$ cat src/hdl/rtpc_pkg.sv
// Shared types and constants for the TCP port packet capture block.
// Used by all rtpc modules.
package rtpc_pkg;

	localparam int CAPTURE_BYTES = 120;
	localparam int OUTQ_DEPTH = 8;

	localparam logic [15:0] CAPTURE_PORT_RST = 16'd6379;

	localparam logic [15:0] OFF_ETYPE_HI = 16'd12;
	localparam logic [15:0] OFF_ETYPE_LO = 16'd13;
	localparam logic [15:0] OFF_IP_PROTO = 16'd23;
	localparam logic [15:0] OFF_SPORT_HI = 16'd34;
	localparam logic [15:0] OFF_SPORT_LO = 16'd35;
	localparam logic [15:0] OFF_DPORT_HI = 16'd36;
	localparam logic [15:0] OFF_DPORT_LO = 16'd37;
	localparam logic [15:0] PAYLOAD_START = 16'd54;
	localparam logic [15:0] PAYLOAD_END = 16'(54 + CAPTURE_BYTES);
	localparam logic [15:0] OFF_MAX = 16'hFFFF;

	localparam logic [7:0] ETYPE_HI = 8'h08;
	localparam logic [7:0] ETYPE_LO = 8'h00;
	localparam logic [7:0] PROTO_TCP = 8'd6;

	localparam logic [7:0] MK_PLUS = 8'h2B;
	localparam logic [7:0] MK_MINUS = 8'h2D;
	localparam logic [7:0] MK_COLON = 8'h3A;
	localparam logic [7:0] MK_DOLLAR = 8'h24;
	localparam logic [7:0] MK_STAR = 8'h2A;

	localparam logic KIND_PAYLOAD = 1'b0;
	localparam logic KIND_SUMMARY = 1'b1;
	localparam logic DIR_IN = 1'b0;
	localparam logic DIR_OUT = 1'b1;

	typedef struct packed {
		logic        record_kind;
		logic [7:0]  payload_byte;
		logic [6:0]  payload_index;
		logic [15:0] frame_size;
		logic        direction;
		logic        record_last;
	} rtpc_rec_t;

	typedef struct packed {
		logic      v0;
		rtpc_rec_t r0;
		logic      v1;
		rtpc_rec_t r1;
	} rtpc_push_t;

	function automatic logic is_marker(input logic [7:0] b);
		return b inside {MK_PLUS, MK_MINUS, MK_COLON, MK_DOLLAR, MK_STAR};
	endfunction

endpackage

$ cat src/hdl/rtpc_if.sv
// Request channel interfaces: frame input, record output, config write.
// No dependencies.
interface rtpc_in_if;
	logic       valid;
	logic       ready;
	logic [7:0] frame_byte;
	logic       frame_last;
	modport source (output valid, frame_byte, frame_last, input ready);
	modport sink (input valid, frame_byte, frame_last, output ready);
endinterface

interface rtpc_out_if;
	logic        valid;
	logic        ready;
	logic        record_kind;
	logic [7:0]  payload_byte;
	logic [6:0]  payload_index;
	logic [15:0] frame_size;
	logic        direction;
	logic        record_last;
	modport source (output valid, record_kind, payload_byte, payload_index, frame_size,
		direction, record_last, input ready);
	modport sink (input valid, record_kind, payload_byte, payload_index, frame_size,
		direction, record_last, output ready);
endinterface

interface rtpc_cfg_if;
	logic        valid;
	logic        ready;
	logic [15:0] capture_port;
	modport source (output valid, capture_port, input ready);
	modport sink (input valid, capture_port, output ready);
endinterface

$ cat src/hdl/rtpc_parser.sv
// Frame parser: input register, header checks, port match, record build.
// Depends on rtpc_pkg and rtpc_in_if.
module rtpc_parser
	import rtpc_pkg::*;
#(
	parameter int OUTQ_DEPTH = rtpc_pkg::OUTQ_DEPTH
) (
	input  logic                           clk,
	input  logic                           arst_n,
	rtpc_in_if.sink                        in_ch,
	input  logic [15:0]                    capture_port,
	input  logic [$clog2(OUTQ_DEPTH+1)-1:0] free,
	output rtpc_push_t                     push
);
	localparam int CW = $clog2(OUTQ_DEPTH + 1);

	logic        v_s1;
	logic [7:0]  byte_s1;
	logic        last_s1;

	logic [15:0] off_q;
	logic        hm_q;
	logic [15:0] src_q;
	logic [15:0] dst_q;
	logic        dir_q;
	logic        cap_q;

	logic        hm_n;
	logic [15:0] src_n;
	logic [15:0] dst_n;
	logic        dir_n;
	logic        cap_n;
	logic        in_win;
	logic        emit;
	logic        summ;
	rtpc_rec_t   rec_byte;
	rtpc_rec_t   rec_sum;
	logic        accept;

	// room for the request in flight plus a new one, two records each
	assign in_ch.ready = v_s1 ? (free >= CW'(4)) : (free >= CW'(2));
	assign accept = in_ch.valid && in_ch.ready;

	always_ff @(posedge clk or negedge arst_n) begin
		if (!arst_n) begin
			v_s1 <= 1'b0;
		end else begin
			v_s1 <= accept;
		end
	end

	always_ff @(posedge clk) begin
		if (accept) begin
			byte_s1 <= in_ch.frame_byte;
			last_s1 <= in_ch.frame_last;
		end
	end

	always_comb begin
		hm_n = hm_q;
		src_n = src_q;
		dst_n = dst_q;
		dir_n = dir_q;
		case (off_q)
			OFF_ETYPE_HI: begin
				if (byte_s1 != ETYPE_HI) hm_n = 1'b0;
			end
			OFF_ETYPE_LO: begin
				if (byte_s1 != ETYPE_LO) hm_n = 1'b0;
			end
			OFF_IP_PROTO: begin
				if (byte_s1 != PROTO_TCP) hm_n = 1'b0;
			end
			OFF_SPORT_HI: src_n = {byte_s1, 8'h00};
			OFF_SPORT_LO: src_n = {src_q[15:8], byte_s1};
			OFF_DPORT_HI: dst_n = {byte_s1, 8'h00};
			OFF_DPORT_LO: begin
				dst_n = {dst_q[15:8], byte_s1};
				if (dst_n == capture_port) dir_n = DIR_IN;
				else if (src_q == capture_port) dir_n = DIR_OUT;
				else hm_n = 1'b0;
			end
			default: ;
		endcase
	end

	assign cap_n = cap_q || (off_q == PAYLOAD_START && hm_n && is_marker(byte_s1));
	assign in_win = (off_q >= PAYLOAD_START) && (off_q < PAYLOAD_END);
	assign emit = v_s1 && cap_n && in_win;
	assign summ = v_s1 && last_s1 && cap_n;

	always_comb begin
		rec_byte.record_kind = KIND_PAYLOAD;
		rec_byte.payload_byte = byte_s1;
		rec_byte.payload_index = 7'(off_q - PAYLOAD_START);
		rec_byte.frame_size = '0;
		rec_byte.direction = dir_n;
		rec_byte.record_last = !last_s1;

		rec_sum.record_kind = KIND_SUMMARY;
		rec_sum.payload_byte = '0;
		rec_sum.payload_index = '0;
		rec_sum.frame_size = (off_q == OFF_MAX) ? OFF_MAX : off_q + 16'd1;
		rec_sum.direction = dir_n;
		rec_sum.record_last = 1'b1;
	end

	always_comb begin
		push.v0 = emit || summ;
		push.r0 = emit ? rec_byte : rec_sum;
		push.v1 = emit && summ;
		push.r1 = rec_sum;
	end

	always_ff @(posedge clk or negedge arst_n) begin
		if (!arst_n) begin
			off_q <= '0;
			hm_q <= 1'b1;
			src_q <= '0;
			dst_q <= '0;
			dir_q <= DIR_IN;
			cap_q <= 1'b0;
		end else if (v_s1) begin
			if (last_s1) begin
				off_q <= '0;
				hm_q <= 1'b1;
				src_q <= '0;
				dst_q <= '0;
				dir_q <= DIR_IN;
				cap_q <= 1'b0;
			end else begin
				if (off_q != OFF_MAX) off_q <= off_q + 16'd1;
				hm_q <= hm_n;
				src_q <= src_n;
				dst_q <= dst_n;
				dir_q <= dir_n;
				cap_q <= cap_n;
			end
		end
	end

	a_second_is_summary: assert property (@(posedge clk) disable iff (!arst_n)
		push.v1 |-> push.v0 && push.r0.record_kind == KIND_PAYLOAD
			&& push.r1.record_kind == KIND_SUMMARY)
		else $error("second record is not a summary after a payload byte");

	a_index_range: assert property (@(posedge clk) disable iff (!arst_n)
		push.v0 && push.r0.record_kind == KIND_PAYLOAD
			|-> push.r0.payload_index < 7'(CAPTURE_BYTES))
		else $error("payload index beyond capture window");

	a_frame_clear: assert property (@(posedge clk) disable iff (!arst_n)
		v_s1 && last_s1 |=> off_q == '0 && !cap_q && hm_q)
		else $error("frame state not cleared after last byte");

endmodule

$ cat src/hdl/rtpc_outq.sv
// Record queue: two writes per cycle, one read, feeds the output channel.
// Depends on rtpc_pkg and rtpc_out_if.
module rtpc_outq
	import rtpc_pkg::*;
#(
	parameter int DEPTH = rtpc_pkg::OUTQ_DEPTH
) (
	input  logic                       clk,
	input  logic                       arst_n,
	input  rtpc_push_t                 push,
	rtpc_out_if.source                 out_ch,
	output logic [$clog2(DEPTH+1)-1:0] free
);
	localparam int PW = $clog2(DEPTH);
	localparam int CW = $clog2(DEPTH + 1);
	localparam logic [PW-1:0] LAST_P = PW'(DEPTH - 1);

	rtpc_rec_t         mem_q [DEPTH];
	logic [PW-1:0]     wr_ptr_q;
	logic [PW-1:0]     rd_ptr_q;
	logic [CW-1:0]     cnt_q;
	logic [PW-1:0]     wr_ptr1;
	logic [CW-1:0]     npush;
	logic              pop;
	rtpc_rec_t         head;

	function automatic logic [PW-1:0] inc(input logic [PW-1:0] p);
		return (p == LAST_P) ? '0 : p + 1'b1;
	endfunction

	assign wr_ptr1 = inc(wr_ptr_q);
	assign npush = CW'(push.v0) + CW'(push.v1);
	assign pop = out_ch.valid && out_ch.ready;
	assign free = CW'(DEPTH) - cnt_q;

	always_ff @(posedge clk) begin
		if (push.v0) mem_q[wr_ptr_q] <= push.r0;
		if (push.v1) mem_q[wr_ptr1] <= push.r1;
	end

	always_ff @(posedge clk or negedge arst_n) begin
		if (!arst_n) begin
			wr_ptr_q <= '0;
			rd_ptr_q <= '0;
			cnt_q <= '0;
		end else begin
			if (push.v1) wr_ptr_q <= inc(wr_ptr1);
			else if (push.v0) wr_ptr_q <= wr_ptr1;
			if (pop) rd_ptr_q <= inc(rd_ptr_q);
			cnt_q <= cnt_q + npush - CW'(pop);
		end
	end

	assign head = mem_q[rd_ptr_q];
	assign out_ch.valid = (cnt_q != '0);
	assign out_ch.record_kind = head.record_kind;
	assign out_ch.payload_byte = head.payload_byte;
	assign out_ch.payload_index = head.payload_index;
	assign out_ch.frame_size = head.frame_size;
	assign out_ch.direction = head.direction;
	assign out_ch.record_last = head.record_last;

	a_no_overflow: assert property (@(posedge clk) disable iff (!arst_n)
		npush <= free)
		else $error("record queue overflow");

	a_count_track: assert property (@(posedge clk) disable iff (!arst_n)
		push.v0 && !pop |=> cnt_q != '0)
		else $error("queue count lost a push");

	a_count_bound: assert property (@(posedge clk) disable iff (!arst_n)
		cnt_q <= CW'(DEPTH))
		else $error("queue count above depth");

endmodule

$ cat src/hdl/resp_tcp_port_packet_capture_unit.sv
// Top level of the TCP port packet capture block: config register,
// parser and record queue. Depends on rtpc_pkg, rtpc_if, rtpc_parser, rtpc_outq.
//
// Usage:
//   in_ch  : one Ethernet frame byte per request, frame_last marks the end.
//   out_ch : capture records. Kind 0 carries a payload byte of a frame whose
//            destination or source TCP port matches capture_port and whose
//            first payload byte is a command marker; kind 1 is the summary
//            with frame size and direction, sent after the last byte.
//   cfg_ch : writes capture_port (reset value 6379); always ready. Write only
//            while no frame is in progress.
// A record passes through the parser input register and the record queue
// before it is valid on out_ch. Throughput: one input byte per cycle while
// in_ch is not stalled; a final byte inside the capture window makes two
// records, taken one at a time from the queue.
// The parser register and a record queue of OUTQ_DEPTH entries set this:
// in_ch stalls only when the queue lacks room for two records per byte
// still in flight, so a stalled receiver backs up into in_ch after a few
// bytes. Reset clears all frame state and empties the queue.
module resp_tcp_port_packet_capture_unit
	import rtpc_pkg::*;
#(
	parameter int OUTQ_DEPTH = rtpc_pkg::OUTQ_DEPTH
) (
	input  logic       clk,
	input  logic       arst_n,
	rtpc_in_if.sink    in_ch,
	rtpc_out_if.source out_ch,
	rtpc_cfg_if.sink   cfg_ch
);
	localparam int CW = $clog2(OUTQ_DEPTH + 1);

	logic [15:0]   capture_port_q;
	logic [CW-1:0] free;
	rtpc_push_t    push;

	assign cfg_ch.ready = 1'b1;

	always_ff @(posedge clk or negedge arst_n) begin
		if (!arst_n) begin
			capture_port_q <= CAPTURE_PORT_RST;
		end else if (cfg_ch.valid) begin
			capture_port_q <= cfg_ch.capture_port;
		end
	end

	rtpc_parser #(
		.OUTQ_DEPTH(OUTQ_DEPTH)
	) u_parser (
		.clk(clk),
		.arst_n(arst_n),
		.in_ch(in_ch),
		.capture_port(capture_port_q),
		.free(free),
		.push(push)
	);

	rtpc_outq #(
		.DEPTH(OUTQ_DEPTH)
	) u_outq (
		.clk(clk),
		.arst_n(arst_n),
		.push(push),
		.out_ch(out_ch),
		.free(free)
	);

endmodule
$ cat src/flat_wrapper.sv
// flat-port wrapper written by rule: the top's interface ports become plain ports
module resp_tcp_port_packet_capture_unit_flat import rtpc_pkg::*;
#(
	parameter int OUTQ_DEPTH = rtpc_pkg::OUTQ_DEPTH
)
  (clk, arst_n, in_ch_valid, in_ch_frame_byte, in_ch_frame_last, in_ch_ready, out_ch_valid, out_ch_record_kind, out_ch_payload_byte, out_ch_payload_index, out_ch_frame_size, out_ch_direction, out_ch_record_last, out_ch_ready, cfg_ch_valid, cfg_ch_capture_port, cfg_ch_ready);
  rtpc_in_if in_ch_i ();
  rtpc_out_if out_ch_i ();
  rtpc_cfg_if cfg_ch_i ();
  input  logic clk;
  input  logic arst_n;
  input wire logic [$bits(in_ch_i.valid)-1:0] in_ch_valid;
  input wire logic [$bits(in_ch_i.frame_byte)-1:0] in_ch_frame_byte;
  input wire logic [$bits(in_ch_i.frame_last)-1:0] in_ch_frame_last;
  output wire logic [$bits(in_ch_i.ready)-1:0] in_ch_ready;
  output wire logic [$bits(out_ch_i.valid)-1:0] out_ch_valid;
  output wire logic [$bits(out_ch_i.record_kind)-1:0] out_ch_record_kind;
  output wire logic [$bits(out_ch_i.payload_byte)-1:0] out_ch_payload_byte;
  output wire logic [$bits(out_ch_i.payload_index)-1:0] out_ch_payload_index;
  output wire logic [$bits(out_ch_i.frame_size)-1:0] out_ch_frame_size;
  output wire logic [$bits(out_ch_i.direction)-1:0] out_ch_direction;
  output wire logic [$bits(out_ch_i.record_last)-1:0] out_ch_record_last;
  input wire logic [$bits(out_ch_i.ready)-1:0] out_ch_ready;
  input wire logic [$bits(cfg_ch_i.valid)-1:0] cfg_ch_valid;
  input wire logic [$bits(cfg_ch_i.capture_port)-1:0] cfg_ch_capture_port;
  output wire logic [$bits(cfg_ch_i.ready)-1:0] cfg_ch_ready;
  assign in_ch_i.valid = in_ch_valid;
  assign in_ch_i.frame_byte = in_ch_frame_byte;
  assign in_ch_i.frame_last = in_ch_frame_last;
  assign in_ch_ready = in_ch_i.ready;
  assign out_ch_valid = out_ch_i.valid;
  assign out_ch_record_kind = out_ch_i.record_kind;
  assign out_ch_payload_byte = out_ch_i.payload_byte;
  assign out_ch_payload_index = out_ch_i.payload_index;
  assign out_ch_frame_size = out_ch_i.frame_size;
  assign out_ch_direction = out_ch_i.direction;
  assign out_ch_record_last = out_ch_i.record_last;
  assign out_ch_i.ready = out_ch_ready;
  assign cfg_ch_i.valid = cfg_ch_valid;
  assign cfg_ch_i.capture_port = cfg_ch_capture_port;
  assign cfg_ch_ready = cfg_ch_i.ready;
  resp_tcp_port_packet_capture_unit #(.OUTQ_DEPTH(OUTQ_DEPTH)) u_core (.clk(clk), .arst_n(arst_n), .in_ch(in_ch_i), .out_ch(out_ch_i), .cfg_ch(cfg_ch_i));
endmodule
$ cat config.mk
export PLATFORM = sky130hd
export DESIGN_NAME = resp_tcp_port_packet_capture_unit_flat
export DESIGN_NICKNAME = d
export VERILOG_FILES = /design/src/hdl/rtpc_pkg.sv /design/src/hdl/rtpc_if.sv /design/src/hdl/rtpc_parser.sv /design/src/hdl/rtpc_outq.sv /design/src/hdl/resp_tcp_port_packet_capture_unit.sv /design/src/flat_wrapper.sv
export SDC_FILE = /design/constraint.sdc
export NUM_CORES = 1
export LEC_CHECK = 0
export BUFFER_PORTS_ARGS = -buffer_cell sky130_fd_sc_hd__buf_2
export CORE_MARGIN = 1
export CORE_UTILIZATION = 55
export DETAILED_ROUTE_END_ITERATION = 12
export GPL_ROUTABILITY_DRIVEN = 0
export GPL_TIMING_DRIVEN = 0
export PLACE_DENSITY = 0.75
export SLEW_MARGIN = 40
export SYNTH_ARGS = -nofsm -noshare
export SYNTH_HDL_FRONTEND = slang
export SYNTH_SLANG_ARGS = --single-unit
$ cat constraint.sdc
create_clock -name clk -period 3.57 [get_ports clk]
set_input_delay 0.1785 -clock clk [delete_from_list [all_inputs] [get_ports clk]]
set_output_delay 0.1785 -clock clk [all_outputs]
set_load 0.005 [all_outputs]
* Word level (Yosys, flattened, before mapping)
Memory sizes are Yosys's and may differ from the RTL's. Cells that the tools add are included. W data, S select, Z words.
Word-level totals: bits in registers 79, RAM bits 272, output and inout bits 37, logic and storage cells 107, memories 1
Memories:
- u_core.u_outq.mem_q | depth 8, bits a word 34, read ports 1, clocked after Yosys merged registers in 0, wr ports 2, RTL line rtpc_outq.sv:18 | rtpc_rec_t mem_q [DEPTH];
Cells by class: add/subtract/negate cells 9, magnitude comparators 4, equal/unequal tests 24, muxes and demuxes 30, reduce and logical (&&, ||, !) cells 25
Operator list (number):
- $eq A16 B6 Y1 const B | 5
- $mux W16 | 5
- $pmux W16 S2 | 2
- $eq A8 B6 Y1 const B | 5
- $mux W34 | 1
- $eq A16 B16 Y1 | 2
- $eq A16 B4 Y1 const B | 2
- $add A16 B1 Y16 const B | 1
- $eq A16 B16 Y1 const B | 1
- $eq A16 B5 Y1 const B | 1
- $ge A16 B6 Y1 const B | 1
- $lt A16 B8 Y1 const B | 1
- $mux W1 | 16
- $ne A16 B16 Y1 const B | 1
- $mux W3 | 5
- $logic_and A1 B1 Y1 | 10
- $add A3 B1 Y3 const B | 3
- $eq A3 B3 Y1 const B | 3
- $ne A8 B3 Y1 const B | 1
- $ne A8 B4 Y1 const B | 1
- $reduce_bool A2 Y1 | 4
- $reduce_bool A8 Y1 | 1
- $sub A7 B6 Y7 const B | 1
- $reduce_and A3 Y1 | 2
- 14 further kinds | 17

* Logic depth before layout (Yosys ltp)
depth in word-level cells 13, mapped depth 15

* Cells and area by module
A second synthesis with hierarchy kept.
Second synthesis, totals: cell total of the unflattened synthesis 1228, area, all modules 18769.3 um^2
By module, submodules not included:
- rtpc_outq | times used 1, cells each 780, area each 14380.0 um^2
- rtpc_parser | times used 1, cells each 412, area each 3718.6 um^2
- resp_tcp_port_packet_capture_unit | times used 1, cells each 36, area each 670.6 um^2

* Least setup slack after synthesis
OpenSTA, ideal clock, no wires.
path kind reg2reg, start reg u_core.u_parser.byte_s1[1], end reg u_core.u_outq.cnt_q[2], arrival time 3.334 ns, path slack 0.114 ns, cell stages (with the launch flop) 14, path buffers 4, path through edfxtp_1 > buf_6 > or4b_4 > a21oi_2 > o2111ai_1 > buf_6 > buf_12 > buf_12 > a211o_1 > ha_1 > inv_1 > fa_1 > fa_1 > xnor2_1
On the way: word-level cells in the longest chain between the ends 12, elaborated cells between the ends (all ways) 26
Ends and longest elaborated chain:
- start: declaration | RTL line rtpc_parser.sv:18 | logic [7:0] byte_s1;
- start signal: assignment | RTL line rtpc_parser.sv:54 | byte_s1 <= in_ch.frame_byte;
- $eq A16 B16 Y1 (tied with other cells) | RTL line rtpc_parser.sv:79 | if (dst_n == capture_port) dir_n = DIR_IN;
- $mux W1, on equally long branches
- $pmux W1 S4 | RTL line rtpc_parser.sv:64 | case (off_q)
- $logic_and A1 B1 Y1 | RTL line rtpc_parser.sv:87 | assign cap_n = cap_q || (off_q == PAYLOAD_START && hm_n && is_marker(byte_s1));
- $logic_and A1 B1 Y1 * | RTL line rtpc_parser.sv:87
- $logic_or A1 B1 Y1 * | RTL line rtpc_parser.sv:87
- $logic_and A1 B1 Y1 (2 in series) | RTL line rtpc_parser.sv:89 | assign emit = v_s1 && cap_n && in_win;
- $logic_or A1 B1 Y1 / $logic_and A1 B1 Y1 (equally long branches) | RTL line rtpc_parser.sv:109, rtpc_parser.sv:111
- $add A1 B1 Y2 * | RTL line rtpc_outq.sv:32 | assign npush = CW'(push.v0) + CW'(push.v1);
- $add A4 B2 Y4 * | RTL line rtpc_outq.sv:50 | cnt_q <= cnt_q + npush - CW'(pop);
- $sub A4 B1 Y4 * | RTL line rtpc_outq.sv:50
- end signal: assignment | RTL line rtpc_outq.sv:50
- end: declaration | RTL line rtpc_outq.sv:21 | logic [CW-1:0] cnt_q;
Mark *: on every way between the ends. The rest lies on a longest branch, timed or not. A chain may end at the register's enable or synchronous reset.

* Worst setup path after layout
start reg u_core.u_parser.byte_s1[3], end reg u_core.u_outq.cnt_q[2]
The elaborated chain is that of the path after synthesis.

==> metrics.txt <==
status complete, no violations; Tmin final ~3.5 ns; GR Util met3 0.03492; I/O Buffers 64; Clock Tree Buf Depth 3; DP HPWL 27970 um; initial antenna violation count 0; drt total wl 42010 um; Synth Register Bits 351; clk sink count 351; Synth async-reset ratio 0.1994; f_max 0.2868 GHz; Max-Cap Viols 0; vias 11648; routing usage on met1 0.3641; final hold vios 0; clock edge transition at the registers on the reported setup and hold paths 0.06 ns; Worst Path Buf+Inv 4; R2R cell count 12; actual transition at the worst max-transition pin 0.8059 ns; Root Driver clkbuf_16; Synth top area share 0.2558; R2R Setup Slk 0.08 ns; Main synth FF type edfxtp_1; antenna cells 0; Slew Limit Fails 0; DIE AREA 31660 sq um; FP Rows 64; CTS tree done; first-pass GRT wire length 64670 um; Initial Utilization 0.5579; synth top area cells edfxtp_1, dfxtp_1, mux4_2; Synth area leader edfxtp_1; largest net degree at the start of global routing 39; clock skew between 0.02 and 0.025 ns; worst r2r dst u_core.u_outq.cnt_q[2]; gr busiest metal met2; Critical Path RT 3.98 ns; Seq/Total Area, Yosys 0.5193; CTS buffer count 37; warnings from Yosys 0; number of remaining DRC errors 0; Syn Nets 1431; synthesized cell area between 15000 and 20000 sq um; Syn Inst Count 1382; R2R Path Start u_core.u_parser.byte_s1[3]; Die H 177.9 um; Min-Delay Path Class in2async; grt ovf 0; Synth cell types 66; Setup crit start kind register; Die X 177.9 um; Detailed Routing Iterations Pass 1 7; via-per-instance ratio 5.961; top-count cell post-synth nor2_1; Iter 0 DRT Violations 962; EDFF count, synth 145; share of cells above drive strength 1 0.2465; core footprint 30510 sq um; static leakage slightly below 7 nW; Place WS -0.2273 ns; synth cell count leaders nor2_1, edfxtp_1, dfxtp_1; Total GRT Usage 0.2700; vias in the first global route ~12000; crit path DAT 3.89 ns; crit-path most repeated cell fa_2; max incr delay on CP between 0.5 and 0.6 ns; Final Worst Setup Slack between 0.08 and 0.09 ns; CP endpoint kind register; worst vdd ir 0.0004345 V; critical path fanouts, max 19; clk_lat worst skew ~0.54 ns; Mapped Avg Cell Area 12.32 sq um; wire per inst 21.50 um; RSZ-0062 raised after global routing no; CP cell instances buf_2, or4b_4, a21oi_4, o2111ai_2, buf_6, buf_12, a211o_4, ha_1, inv_1, fa_2, fa_2, xnor2_1; PwrDens around 540 nW/um^2; critical path class reg2reg; Setup-failing EPs final 0; worst rel slew slack 0.4591; Area growth, synth to finish 14.77%; met2 global-route usage 0.4517; Tcrit/Tclk final 0.9766; H-tree depth 2; post-route ant nets 0; CP top delay family adder cells; slowest CP cell or4b_4; worst hold slack 0.09637 ns; Final #Nets 1581; io pins 67
## how the worst max path moves through the flow
stage / start / to / depth (start not counted)
finish: u_core.u_parser.byte_s1[3] / u_core.u_outq.cnt_q[2] / 12
global route: u_core.u_parser.byte_s1[1] / u_core.u_outq.cnt_q[2] / 12
CTS: u_core.u_parser.byte_s1[1] / u_core.u_outq.cnt_q[2] / 13
detailed placement: u_core.u_parser.off_q[9] / u_core.u_outq.cnt_q[2] / 12
global placement: u_core.u_parser.byte_s1[4] / u_core.u_outq.mem_q[2][12] / 7
floorplan: u_core.u_parser.byte_s1[1] / u_core.u_outq.cnt_q[2] / 13
## metal layers
metal  vias up  part of all wire
met3        75             0.064
met4         0             0.024
li1       5353                 -
met1      5793              0.42
met2       427              0.49
met5         -                 0
## worst reg2reg max path: stages, from the launching register on
cell	delay, ns
edfxtp_1	0.34
buf_2	0.20
or4b_4	0.55
a21oi_4	0.18
o2111ai_2	0.18
buf_6	0.17
buf_12	0.17
a211o_4	0.37
ha_1	0.28
inv_1	0.05
fa_2	0.38
fa_2	0.37
xnor2_1	0.13
## layout by cell type, fill, tap and decap left out, types with 8 or more instances in the layout
cell type | Yosys | layout
a211o_1 | 9 | 8
o21ai_0 | 21 | 20
nand2b_1 | 13 | 13
mux2_2 | 54 | 54
a2111oi_4 | 16 | 16
buf_4 | 11 | 33
mux4_2 | 68 | 68
a22o_1 | 9 | 9
nand4_1 | 11 | 11
nand2_1 | 49 | 49
o31ai_1 | 11 | 11
dlygate4sd3_1 | 0 | 26
dfrtp_1 | 61 | 61
and3_1 | 8 | 8
edfxtp_1 | 145 | 145
clkbuf_16 | 0 | 38
a21oi_2 | 10 | 9
ha_1 | 17 | 17
dfxtp_1 | 136 | 136
and2_1 | 8 | 8
nand3_1 | 9 | 9
nor2b_1 | 20 | 20
nor2_1 | 281 | 280
dfstp_2 | 9 | 9
mux2i_1 | 130 | 129
a32o_1 | 8 | 8
a21oi_1 | 19 | 19
clkbuf_2 | 0 | 8
o2bb2ai_1 | 9 | 9
buf_2 | 19 | 88
xor2_1 | 8 | 8
inv_1 | 16 | 16
o2111ai_1 | 10 | 9
or2_2 | 7 | 10
xnor2_1 | 37 | 37
o2111a_1 | 9 | 9
clkbuf_1 | 43 | 43
## cells by family after synthesis
| group | Yosys count | synth area share |
|---|---|---|
| and+or+nand+nor | 441 | 0.1134 |
| xor gates and xnor gates | 45 | 0.02315 |
| AOI/OAI and AO/OA | 159 | 0.09144 |
| other | 1 | 0.0002203 |
| buffers and inverters | 113 | 0.03484 |
| muxes | 253 | 0.2028 |
| DFF | 351 | 0.5193 |
| adders and majority gates | 19 | 0.01485 |
## report_power, final
part	switching (mW)	leakage, nW	total [mW]	internal, mW
clock	1.59	0.555	3.66	2.07
combinational	1.39	3.15	2.28	0.889
sequential	0.196	3.01	4.57	4.37
total	3.18	6.72	10.5	7.33
## area by class of cell
type / instances / area, sq um
sequential: 351 / 8840
multi-input combinational: 918 / 7705
timing repair buffer: 113 / 772.0
fill: 2307 / 10970
tap: 396 / 495.5
clock buffer: 48 / 1008
inverter: 18 / 67.56
buffer: 93 / 519.2
clock inverter: 17 / 130.1
## timing repair
| action | CTS | global route |
|---|---|---|
| endpoints found under the setup margin | 21 | 136 |
| buffers inserted | 1 | 14 |
| gates resized for setup | 7 | 13 |
| endpoints found under the hold margin | 93 | 0 |
| pin swaps | 1 | 8 |
| hold buffers | 26 | 0 |
## through the flow
step	util	cells	instance area [sq um]	setup TNS (ns)	total power [mW]
finish	0.6404	1954	19540	0	10.51
floorplan	-	1382	17020	0	6.167
global route	0.6404	1954	19540	0	10.86
CTS	0.6347	1937	19360	-0.004264	10.48
detailed placement	0.5875	1846	17920	-3.598	6.838
global placement	0.5847	1842	17840	-11.84	6.779
## state kept, by name, summed over array words and instances (netlist names)
signal                   cells
u_core.u_outq.mem_q        272
u_core.capture_port_q       16
u_core.u_parser.off_q       16
u_core.u_parser.src_q       16
u_core.u_parser.byte_s1      8
u_core.u_parser.dst_q        8
u_core.u_outq.cnt_q          4
u_core.u_outq.rd_ptr_q       3
u_core.u_outq.wr_ptr_q       3
u_core.u_parser.cap_q        1
u_core.u_parser.dir_q        1
u_core.u_parser.hm_q         1
u_core.u_parser.last_s1      1
u_core.u_parser.v_s1         1
(Power assumes the default switching activity.)
